File: src/design/mchw_pkg.sv
package mchw_pkg;
  localparam int NUM_COMPONENTS = 16;
  localparam int SLOT_W = 4;
  localparam int CNT_W = 5;
  localparam int ELAPSED_W = 18;

  localparam logic [2:0] MODE_TICK = 3'd0;
  localparam logic [2:0] MODE_REG = 3'd1;
  localparam logic [2:0] MODE_UNREG = 3'd2;
  localparam logic [2:0] MODE_BEAT = 3'd3;
  localparam logic [2:0] MODE_ERROR = 3'd4;
  localparam logic [2:0] MODE_QUERY = 3'd5;

  localparam logic [1:0] ST_UNKNOWN = 2'd0;
  localparam logic [1:0] ST_HEALTHY = 2'd1;
  localparam logic [1:0] ST_DEGRADED = 2'd2;
  localparam logic [1:0] ST_UNHEALTHY = 2'd3;

  typedef struct packed {
    logic used;
    logic [1:0] status;
    logic [15:0] timeout;
    logic [ELAPSED_W-1:0] elapsed;
    logic [15:0] missed;
    logic [31:0] beats;
  } slot_rec_t;

  typedef struct packed {
    logic [CNT_W-1:0] healthy;
    logic [CNT_W-1:0] degraded;
    logic [CNT_W-1:0] unhealthy;
    logic [CNT_W-1:0] used;
  } agg_t;
endpackage

File: src/design/mchw_agg.sv
// Running per-status counts over used slots, updated by status deltas.
module mchw_agg (
  input  logic clk,
  input  logic rst,
  input  logic upd,
  input  logic old_used,
  input  logic [1:0] old_st,
  input  logic new_used,
  input  logic [1:0] new_st,
  output mchw_pkg::agg_t agg,
  output logic [1:0] overall
);
  import mchw_pkg::*;

  agg_t agg_next;

  always_comb begin
    agg_next = agg;
    if (upd) begin
      if (old_used) begin
        agg_next.used = agg_next.used - CNT_W'(1);
        case (old_st)
          ST_HEALTHY: agg_next.healthy = agg_next.healthy - CNT_W'(1);
          ST_DEGRADED: agg_next.degraded = agg_next.degraded - CNT_W'(1);
          ST_UNHEALTHY: agg_next.unhealthy = agg_next.unhealthy - CNT_W'(1);
          default: ;
        endcase
      end
      if (new_used) begin
        agg_next.used = agg_next.used + CNT_W'(1);
        case (new_st)
          ST_HEALTHY: agg_next.healthy = agg_next.healthy + CNT_W'(1);
          ST_DEGRADED: agg_next.degraded = agg_next.degraded + CNT_W'(1);
          ST_UNHEALTHY: agg_next.unhealthy = agg_next.unhealthy + CNT_W'(1);
          default: ;
        endcase
      end
    end
  end

  always_ff @(posedge clk) begin
    if (rst) agg <= '0;
    else agg <= agg_next;
  end

  always_comb begin
    if (agg.unhealthy != '0) overall = ST_UNHEALTHY;
    else if (agg.degraded != '0) overall = ST_DEGRADED;
    else if (agg.healthy != '0) overall = ST_HEALTHY;
    else overall = ST_UNKNOWN;
  end
endmodule

File: src/design/multi_channel_health_watchdog.sv
// Channel | handshake                     | fields
// item    | start high while busy is low  | mode, slot, timeout_ticks
// result  | strobe, one cycle, no stall   | slot_index .. used_total, last
//
// A defined non-tick item is busy while it is read, modified and written back;
//   its one result is on the ports in the first cycle that busy reads low.
// A tick walks all 16 slots through the one read port and writes back each
//   update, then reads the slots again in a second pass and reports
//   every transition, so each result carries the totals of the whole tick.
// Reset clears the per-slot valid bits at once; no clearing pass.
// Results cannot be stalled by the receiver.
module multi_channel_health_watchdog (
  input  logic clk,
  input  logic rst,
  input  logic start,
  output logic busy,
  input  logic [2:0] mode,
  input  logic [3:0] slot,
  input  logic [15:0] timeout_ticks,
  output logic strobe,
  output logic [3:0] slot_index,
  output logic [1:0] prior_status,
  output logic [1:0] next_status,
  output logic changed,
  output logic [15:0] missed_count,
  output logic [31:0] beat_count,
  output logic [1:0] worst_status,
  output logic [4:0] healthy_total,
  output logic [4:0] degraded_total,
  output logic [4:0] unhealthy_total,
  output logic [4:0] used_total,
  output logic last
);
  import mchw_pkg::*;

  localparam logic [2:0] S_IDLE = 3'd0;
  localparam logic [2:0] S_RD = 3'd1;
  localparam logic [2:0] S_WR = 3'd2;
  localparam logic [2:0] S_OUT = 3'd3;
  localparam logic [2:0] S_SCAN = 3'd4;
  localparam logic [2:0] S_EMIT = 3'd5;

  // Slot memory; entries not yet written read through the valid bits.
  slot_rec_t mem [NUM_COMPONENTS];
  logic [NUM_COMPONENTS-1:0] vld;
  slot_rec_t rd_data;
  logic rd_vld;

  logic [2:0] state;
  logic [2:0] op;
  logic [SLOT_W-1:0] sl;
  logic [15:0] tmo;
  logic [SLOT_W:0] ridx;
  logic [SLOT_W-1:0] widx;
  logic wact;
  logic wact_scan;
  logic emit_rd;
  logic rpt;

  // Modify stage
  slot_rec_t cur, nrec;
  logic [1:0] ost, nst;
  logic chg, emit, valid_res;
  logic we;
  logic [17:0] t3;

  // Transitions found by the walk, reported by the second pass
  logic [NUM_COMPONENTS-1:0] hit, hit_rest;
  logic [1:0] hit_old [NUM_COMPONENTS];

  agg_t agg;
  logic [1:0] overall;
  logic agg_upd;

  mchw_agg u_agg (
    .clk(clk), .rst(rst), .upd(agg_upd),
    .old_used(cur.used), .old_st(cur.status),
    .new_used(nrec.used), .new_st(nrec.status),
    .agg(agg), .overall(overall)
  );

  // Read address: walked index or the addressed slot.
  logic [SLOT_W-1:0] raddr;
  logic re;
  assign raddr = (state == S_SCAN || state == S_EMIT) ? ridx[SLOT_W-1:0] : sl;
  assign re = (state == S_RD) || ((state == S_SCAN || state == S_EMIT) && !ridx[SLOT_W]);

  always_ff @(posedge clk) begin
    if (re) begin
      rd_data <= mem[raddr];
      rd_vld <= vld[raddr];
    end
    if (we) mem[widx] <= nrec;
  end

  always_comb begin
    cur = rd_vld ? rd_data : '0;
    nrec = cur;
    ost = cur.used ? cur.status : ST_UNKNOWN;
    chg = 1'b0;
    emit = 1'b0;
    t3 = 18'(cur.timeout) * 18'd3;
    if (op == MODE_TICK) begin
      if (cur.used) begin
        if (cur.elapsed != '1) nrec.elapsed = cur.elapsed + 18'd1;
        if (cur.timeout != '0) begin
          if (nrec.elapsed > t3) begin
            if (cur.status != ST_UNHEALTHY) begin
              nrec.status = ST_UNHEALTHY;
              emit = 1'b1;
            end
          end else if (nrec.elapsed > 18'(cur.timeout)) begin
            if (cur.status == ST_HEALTHY) begin
              nrec.status = ST_DEGRADED;
              emit = 1'b1;
            end
          end
          if (emit && cur.missed != '1) nrec.missed = cur.missed + 16'd1;
        end
      end
      chg = emit;
    end else begin
      unique case (op)
        MODE_REG: begin
          if (!cur.used) begin
            nrec.missed = '0;
            nrec.beats = '0;
          end
          nrec.used = 1'b1;
          nrec.timeout = tmo;
          nrec.status = ST_HEALTHY;
          nrec.elapsed = '0;
        end
        MODE_UNREG: nrec = '0;
        MODE_BEAT: begin
          if (cur.used) begin
            nrec.elapsed = '0;
            if (cur.beats != '1) nrec.beats = cur.beats + 32'd1;
            if (cur.status != ST_HEALTHY) begin
              nrec.status = ST_HEALTHY;
              nrec.missed = '0;
              chg = 1'b1;
            end
          end
        end
        MODE_ERROR: begin
          if (cur.used) begin
            nrec.status = ST_UNHEALTHY;
            chg = (cur.status != ST_UNHEALTHY);
          end
        end
        default: ;
      endcase
    end
    valid_res = nrec.used;
    nst = nrec.used ? nrec.status : ST_UNKNOWN;
  end

  // Write back in the write cycle of a single-slot item, or in the cycle after
  // each read of the walk.
  assign we = wact || wact_scan;
  assign agg_upd = we;

  // Report the slot just read in the second pass if the walk flagged it; it is
  // the last result when no flagged slot remains above it.
  assign rpt = emit_rd && hit[widx];

  always_comb begin
    hit_rest = hit;
    hit_rest[widx] = 1'b0;
  end

  // Registered result for non-tick items
  logic [1:0] r_old, r_new;
  logic r_chg;
  logic [15:0] r_miss;
  logic [31:0] r_beat;

  always_ff @(posedge clk) begin
    if (rst) begin
      state <= S_IDLE;
      op <= MODE_QUERY;
      vld <= '0;
      wact <= 1'b0;
      hit <= '0;
      strobe <= 1'b0;
      last <= 1'b0;
      ridx <= '0;
    end else begin
      if (we) vld[widx] <= 1'b1;
      wact <= (state == S_WR);
      strobe <= (state == S_OUT) || rpt;
      last <= (state == S_OUT) || (rpt && hit_rest == '0);
      if (rpt) begin
        // Status, counters and totals are final once the walk is done.
        hit[widx] <= 1'b0;
        slot_index <= widx;
        prior_status <= hit_old[widx];
        next_status <= cur.status;
        changed <= 1'b1;
        missed_count <= cur.missed;
        beat_count <= cur.beats;
      end
      unique case (state)
        S_IDLE: begin
          if (start) begin
            op <= mode;
            sl <= slot;
            tmo <= timeout_ticks;
            ridx <= '0;
            hit <= '0;
            if (mode == MODE_TICK) state <= S_SCAN;
            else if (mode <= MODE_QUERY) state <= S_RD;
          end
        end
        S_RD: begin
          widx <= sl;
          state <= S_WR;
        end
        S_WR: begin
          r_old <= ost;
          r_new <= nst;
          r_chg <= chg;
          r_miss <= valid_res ? nrec.missed : '0;
          r_beat <= valid_res ? nrec.beats : '0;
          state <= S_OUT;
        end
        S_OUT: begin
          // Aggregates include the write done at this edge.
          slot_index <= sl;
          prior_status <= r_old;
          next_status <= r_new;
          changed <= r_chg;
          missed_count <= r_miss;
          beat_count <= r_beat;
          state <= S_IDLE;
        end
        S_SCAN: begin
          // wact_scan marks the slot read last cycle, modified and written now.
          if (wact_scan && emit) begin
            hit[widx] <= 1'b1;
            hit_old[widx] <= ost;
          end
          if (!ridx[SLOT_W]) begin
            widx <= ridx[SLOT_W-1:0];
            ridx <= ridx + (SLOT_W+1)'(1);
          end else begin
            ridx <= '0;
            state <= S_EMIT;
          end
        end
        S_EMIT: begin
          if (!ridx[SLOT_W]) begin
            widx <= ridx[SLOT_W-1:0];
            ridx <= ridx + (SLOT_W+1)'(1);
          end else begin
            state <= S_IDLE;
          end
        end
        default: state <= S_IDLE;
      endcase
    end
  end

  // A slot read in either pass is handled the cycle after its read.
  always_ff @(posedge clk) begin
    if (rst) begin
      wact_scan <= 1'b0;
      emit_rd <= 1'b0;
    end else begin
      wact_scan <= (state == S_SCAN) && !ridx[SLOT_W];
      emit_rd <= (state == S_EMIT) && !ridx[SLOT_W];
    end
  end

  // Aggregates are sampled combinationally with each output strobe: they are
  // registered counts that already include every write of the item.
  assign worst_status = overall;
  assign healthy_total = agg.healthy;
  assign degraded_total = agg.degraded;
  assign unhealthy_total = agg.unhealthy;
  assign used_total = agg.used;

  assign busy = (state != S_IDLE);
endmodule

File: config.mk
export PLATFORM = sky130hd
export DESIGN_NAME = multi_channel_health_watchdog
export DESIGN_NICKNAME = d
export VERILOG_FILES = /design/src/design/mchw_pkg.sv /design/src/design/mchw_agg.sv /design/src/design/multi_channel_health_watchdog.sv
export SDC_FILE = /design/constraint.sdc
export NUM_CORES = 2
export LEC_CHECK = 0
export ABC_AREA = 1
export BUFFER_PORTS_ARGS = -buffer_cell sky130_fd_sc_hd__buf_4
export CORE_MARGIN = 4
export CORE_UTILIZATION = 40
export CTS_CLUSTER_SIZE = 12
export DETAILED_ROUTE_END_ITERATION = 10
export GPL_ROUTABILITY_DRIVEN = 0
export PLACE_DENSITY = 0.6
export SLEW_MARGIN = 0
export SYNTH_ARGS = -nofsm -noshare
export SYNTH_HDL_FRONTEND = slang
export SYNTH_SLANG_ARGS = --single-unit
File: constraint.sdc
create_clock -name clk -period 21.8 [get_ports clk]
set_input_delay 0 -clock clk [delete_from_list [all_inputs] [get_ports clk]]
set_output_delay 0 -clock clk [all_outputs]
set_load 0.01 [all_outputs]
After elaboration in Yosys (flattened, before gate mapping)
Memories as Yosys holds them, arrays and structs flattened. A register that Yosys moved wholly into a read port is not among the register bits.
Index checks and enable logic that the tools add are counted.
W data, S select, Z words.
{ "totals": {"ramBits": 1392, "in_bits": 26, "memories": 2, "out_inout_bits": 82, "elab_cells": 217, "ff_bits": 203} }
{ "op_classes": {"n_reduce_logical": 35, "mul": 1, "n_addsub": 12, "n_lt_le_gt_ge": 6, "bitwise_logic": 5, "n_eq_ne": 26, "muxes": 100} }
{ "mem_list": {"columns": ["memory", "words", "word_bits", "read_ports", "rd_clocked_by_memory_dff", "wr", "line", "source"], "rows": [
  ["mem", 16, 85, 1, 1, 1, "multi_channel_health_watchdog.sv:44", "slot_rec_t mem [NUM_COMPONENTS];"],
  ["hit_old", 16, 2, 1, 1, 1, "multi_channel_health_watchdog.sv:69", "logic [1:0] hit_old [NUM_COMPONENTS];"]
]} }
{ "ops": {"columns": ["op", "count"], "rows": [
  ["$pmux W66 S3", 1],
  ["$mux W16", 10],
  ["$mux W32", 4],
  ["$mux W85", 1],
  ["$mux W34", 2],
  ["$mux W66", 1],
  ["$pmux W16 S2", 2],
  ["$mux W20", 3],
  ["$mux W18", 3],
  ["$mux W48", 1],
  ["$mux W5", 9],
  ["$mux W2", 17],
  ["$add A32 B1 Y32 const B", 1],
  ["$ne A32 B32 Y1 const B", 1],
  ["$or A16 B16 Y16", 2],
  ["$mux W1", 27],
  ["$add A5 B1 Y5 const B", 5],
  ["$mux W4", 5],
  ["$sub A5 B1 Y5 const B", 4],
  ["$add A18 B1 Y18 const B", 1],
  ["$gt A18 B16 Y1", 1],
  ["$gt A18 B18 Y1", 1],
  ["$mul A16 B2 Y18 const B", 1],
  ["$ne A18 B18 Y1 const B", 1],
  ["other kinds (37)", 81]
]} }

Logic depth before layout (Yosys ltp)
{ "logic_depth": {"word_depth": 19, "mapped_depth": 45, "depth_no_buf": 38} }

Modules after synthesis
Synthesis repeated with hierarchy kept, for this count alone.
{ "unflattened": {"cells_unflattened": 5791, "hier_area_um2": 70302.4} }
{ "modules_own_cells": {"columns": ["mod", "cells_per_inst", "n_inst", "area_each_um2"], "rows": [
  ["multi_channel_health_watchdog", 5505, 1, 68552.0],
  ["mchw_agg", 286, 1, 1750.4]
]} }

Worst setup path after synthesis
OpenSTA, ideal clock, no wires.
{ "synth_path": {"path_type": "register to register", "start": "reg state[2]", "end": "reg widx[0] (enable)", "slack_ns": 12.932, "synth_period_minus_slack_ns": 8.868, "path_stages_with_launch": 7, "t_arrival_ns": 8.521, "n_path_buf": 0, "cell_sequence": "dfxtp_1 inv_1 nor2_1 inv_1 o21ai_0 nand2_1 inv_1"} }
{ "synth_via": {"elab_chain_cells": 4} }
{ "synth_lines": {"columns": ["item", "line", "source"], "rows": [
  ["start, declared", "multi_channel_health_watchdog.sv:49", "logic [2:0] state;"],
  ["start signal, assigned", "multi_channel_health_watchdog.sv:181", "state <= S_IDLE;"],
  ["start signal, assigned", "multi_channel_health_watchdog.sv:212", "if (mode == MODE_TICK) state <= S_SCAN;"],
  ["start signal, assigned", "multi_channel_health_watchdog.sv:213", "else if (mode <= MODE_QUERY) state <= S_RD;"],
  ["$eq A3 B3 Y1", "multi_channel_health_watchdog.sv:204", "unique case (state)"],
  ["$reduce_or A2 Y1 (no line)", null, null],
  ["$ne A2 B2 Y1 (no line) or $reduce_bool A2 Y1 (tied branches)", null, null],
  ["$reduce_and A3 Y1 (no line) *", null, null],
  ["end signal, assigned", "multi_channel_health_watchdog.sv:217", "widx <= sl;"],
  ["end signal, assigned", "multi_channel_health_watchdog.sv:245", "widx <= ridx[SLOT_W-1:0];"],
  ["end signal, assigned", "multi_channel_health_watchdog.sv:254", "widx <= ridx[SLOT_W-1:0];"],
  ["end, declared", "multi_channel_health_watchdog.sv:54", "logic [SLOT_W-1:0] widx;"]
]} }
Mark *: on every way between the ends. The rest lies on a longest branch, timed or not.
A chain may end at the register's enable or synchronous reset.

==> flow_metrics.py <==
metrics = {
    "sta": {
        "clock_skew_ps": 22.8,
        "maxSlewViolCount": 0,
        "hold_violations": 0,
        "fmax_mhz": 157,
        "grt_setup_unrepaired": "false",
        "finalCriticalPeriod_ps": 6380,
        "slew-limit-headroom_pct": 12.2,
        "setup_violations": 0,
        "tightest_slew_ps": 1320,
        "timing.final.crit_share_pct": 29.3,
        "tns_ps": 0,
    },
    "run": {
        "drv_cap": 0,
    },
    "floorplanning": {
        "fp-row-count": 153,
        "io_pins": 108,
        "die_area_um2": 182000,
        "die_h_um": 427,
        "die_x_um": 427,
        "coreArea_um2": 174000,
        "initial_utilization_pct": 40.3,
    },
    "setup_path": {
        "cpPeakStageDelay_ps": 780,
        "end_kind": "flip-flop",
        "cpMaxStageDelayCell": "a21oi_1",
        "cp.arrival_ps": 6830,
        "path_class": "reg2reg",
        "path_common_cell": "nand2_1",
        "cp_max_fo": 43,
        "crit_path_start_kind": "flip-flop",
        "critPathRequiredTime_ps": 22260,
        "r2r_cells": 34,
    },
    "status": {
        "status": "complete, no violations",
    },
    "clocking": {
        "clock_sinks": 1684,
        "clk_latency_ps": 800,
        "htreeDepth": 4,
        "cts_buffer_depth": 3,
        "cts_hold_buffers": 46,
        "cts-resized-gates": 0,
        "path_clk_slew_ps": 60,
        "cts_setup_buffers": 0,
        "cts_buffers": 167,
        "cts_tree": "done",
        "root_buffer": "clkbuf_16",
    },
    "power": {
        "power.share.clock_pct": 34.6,
        "peakVddDrop_mv": 0.0568,
        "power.density_nw_per_um2": 95.5,
        "power_frac_seq_pct": 50.9,
        "p_leak_nw": 26.0,
        "combPwrFrac_pct": 14.6,
        "power_switching_mw": 2.03,
        "p_int_mw": 5.47,
        "switching_share_pct": 27.1,
    },
    "global_routing": {
        "first_global_vias": 45238,
        "overflow": 0,
        "grt_pass1_wl_um": 292000,
        "antenna_found_initial": 3,
        "grt.total_usage_pct": 21.2,
        "grt_max_degree": 220,
    },
    "placement": {
        "place_inst": 7900,
        "port-buffer-count": 107,
        "dp_hpwl_um": 101000,
        "place_area_um2": 73500,
    },
    "routing": {
        "final_antenna_net_count": 0,
        "avgRoutedWirePerCell_um": 24.1,
        "first_pass_iters": 8,
        "drtIter0Drc": 5181,
        "drc": 0,
        "wirelength_um": 198000,
        "viasPerCell": 5.80,
        "vias": 47559,
    },
    "final_layout": {
        "fin_util_pct": 45.2,
        "layout-drive-gt1-share_pct": 8.26,
        "fillers": 15526,
        "final_cell_area_um2": 78600,
        "final_cells": 8199,
        "area_growth_pct": 12.2,
        "nets": 5877,
    },
    "synth": {
        "ys_seq_area_share_pct": 71.1,
        "ys.flop_type": "edfxtp_1",
        "yosys_warnings": 0,
        "synth-edff-count": 1612,
        "yosysTopAreaCellShare_pct": 69.1,
        "async_flop_share_pct": 0,
        "syn_area_per_cell_um2": 12.2,
        "yosysUniqueCellTypes": 59,
        "yosysTopAreaCell": "edfxtp_1",
        "synthesis.area_um2": 70100,
        "ys_seq_elements": 1684,
        "synthCells": 5722,
        "syn_nets": 5809,
        "yosys-top-cells-area": "edfxtp_1, o21ai_0, nor2_1",
    },
    "worst_hold_path": {
        "hold_depth": 4,
        "holdCritPathClass": "in2reg",
    },
}
==> logic make-up (layout without fill, tap and decap cells) <==
family / Yosys count / after routing / synth area share (%)
AO/OA/AOI/OAI: 1581 / 1581 / 13.6
XOR/XNOR: 48 / 48 / 0.600
adder cells (fa/ha/maj): 61 / 61 / 1.09
buffers and inverters: 612 / 763 / 3.36
flip-flops: 1684 / 1684 / 71.1
other: 0 / 1 / 0
AND/OR/NAND/NOR: 1736 / 1736 / 10.2
==> synthesized netlist by cell type (9+ instances only) <==
cell / number
nand4_1: 41
o21a_1: 15
o221ai_1: 235
inv_1: 244
o31ai_1: 12
nor3_1: 33
clkbuf_1: 325
ha_1: 61
nand3_1: 188
nor2_1: 900
nor4_1: 9
o22ai_1: 125
a31oi_1: 35
nand2_1: 513
o21ai_1: 28
buf_1: 15
a21oi_1: 107
xor2_1: 43
dfxtp_1: 72
edfxtp_1: 1612
o21ai_0: 850
o211ai_1: 142
nand2_2: 11
==> power by group through the flow <==
| stage | logic [mW] | registers (mW) | clock network, mW |
|---|---|---|---|
| after detailed placement | 1.07 | 3.88 | 0 |
| final | 1.09 | 3.82 | 2.60 |
| after CTS | 1.08 | 3.81 | 2.64 |
| after global routing | 1.20 | 3.82 | 2.77 |
| after floorplan | 0.691 | 3.87 | 0 |
| after global placement | 1.06 | 3.88 | 0 |
==> metal layers <==
layer  track usage, %  vias to the layer above  part of all wire (%)
li1                 -                    21318                     -
met1             29.5                    23851                    43
met2             33.9                     2023                    46
met3             2.78                      365                   7.3
met4             8.56                        2                   3.8
met5                0                        -                0.0061
==> metrics by stage <==
step	power [mW]	worst slack (ps)	hold WS [ps]
after floorplan	4.56	12930	98.9
after detailed placement	4.95	15510	180
after global placement	4.94	15630	179
final	7.51	15420	131
after CTS	7.54	15490	61.1
after global routing	7.79	14810	129
==> critical path: cells and delay by family (launching register included) <==
kind / cells / cell delay [ps]
AO/OA/AOI/OAI: 10 / 2170
adder cells (fa/ha/maj): 3 / 610
buffers and inverters: 5 / 620
flip-flops: 1 / 360
AND/OR/NAND/NOR: 16 / 2220
==> state kept, by name, summed over array words and instances (netlist names), 20 cells and up, named ones only <==
signal      cells
mem          1360
beat_count     32
r_beat         32
hit_old        32
rd_data        85
u_agg.agg      20
==> cell type report <==
cell class	instances	area, um^2	share of cell area [%]
clock inverters	42	275	0.350
inverters	258	996	1.27
flip-flops and latches	1684	49800	63.4
diodes	1	2.50	0.00318
clock buffers	210	4430	5.63
multi-input cells	3426	18100	23.0
well taps	2325	2910	3.70
repair buffers	253	2060	2.63
==> final timing paths <==
| path | startpoint | end | slack, ps |
|---|---|---|---|
| max | rd_vld | mem[0][34] | 15420 |
| min | mode[0] | op[0] | 130 |
| max reg2reg | rd_vld | mem[0][34] | 15420 |
| min reg2reg | vld[13] | vld[13] | 460 |
==> layout by cell type (no fill, tap or decap), types with 8 or more instances in the layout <==
master | synthesis | final
a21oi_1 | 107 | 106
a31oi_1 | 35 | 35
buf_4 | 2 | 203
clkbuf_1 | 325 | 39
clkbuf_16 | 0 | 171
clkinv_1 | 6 | 29
dfxtp_1 | 72 | 72
dlygate4sd3_1 | 0 | 46
edfxtp_1 | 1612 | 1612
ha_1 | 61 | 61
inv_1 | 244 | 241
inv_2 | 8 | 8
nand2_1 | 513 | 513
nand2_2 | 11 | 11
nand3_1 | 188 | 188
nand3_2 | 8 | 8
nand4_1 | 41 | 41
nor2_1 | 900 | 879
nor2_2 | 6 | 8
nor2_4 | 3 | 22
nor3_1 | 33 | 30
nor4_1 | 9 | 9
o211ai_1 | 142 | 142
o21a_1 | 15 | 15
o21ai_0 | 850 | 840
o21ai_1 | 28 | 32
o221ai_1 | 235 | 235
o22ai_1 | 125 | 125
o31ai_1 | 12 | 12
xor2_1 | 43 | 43
No activity file was read; power rests on OpenSTA's default activity.
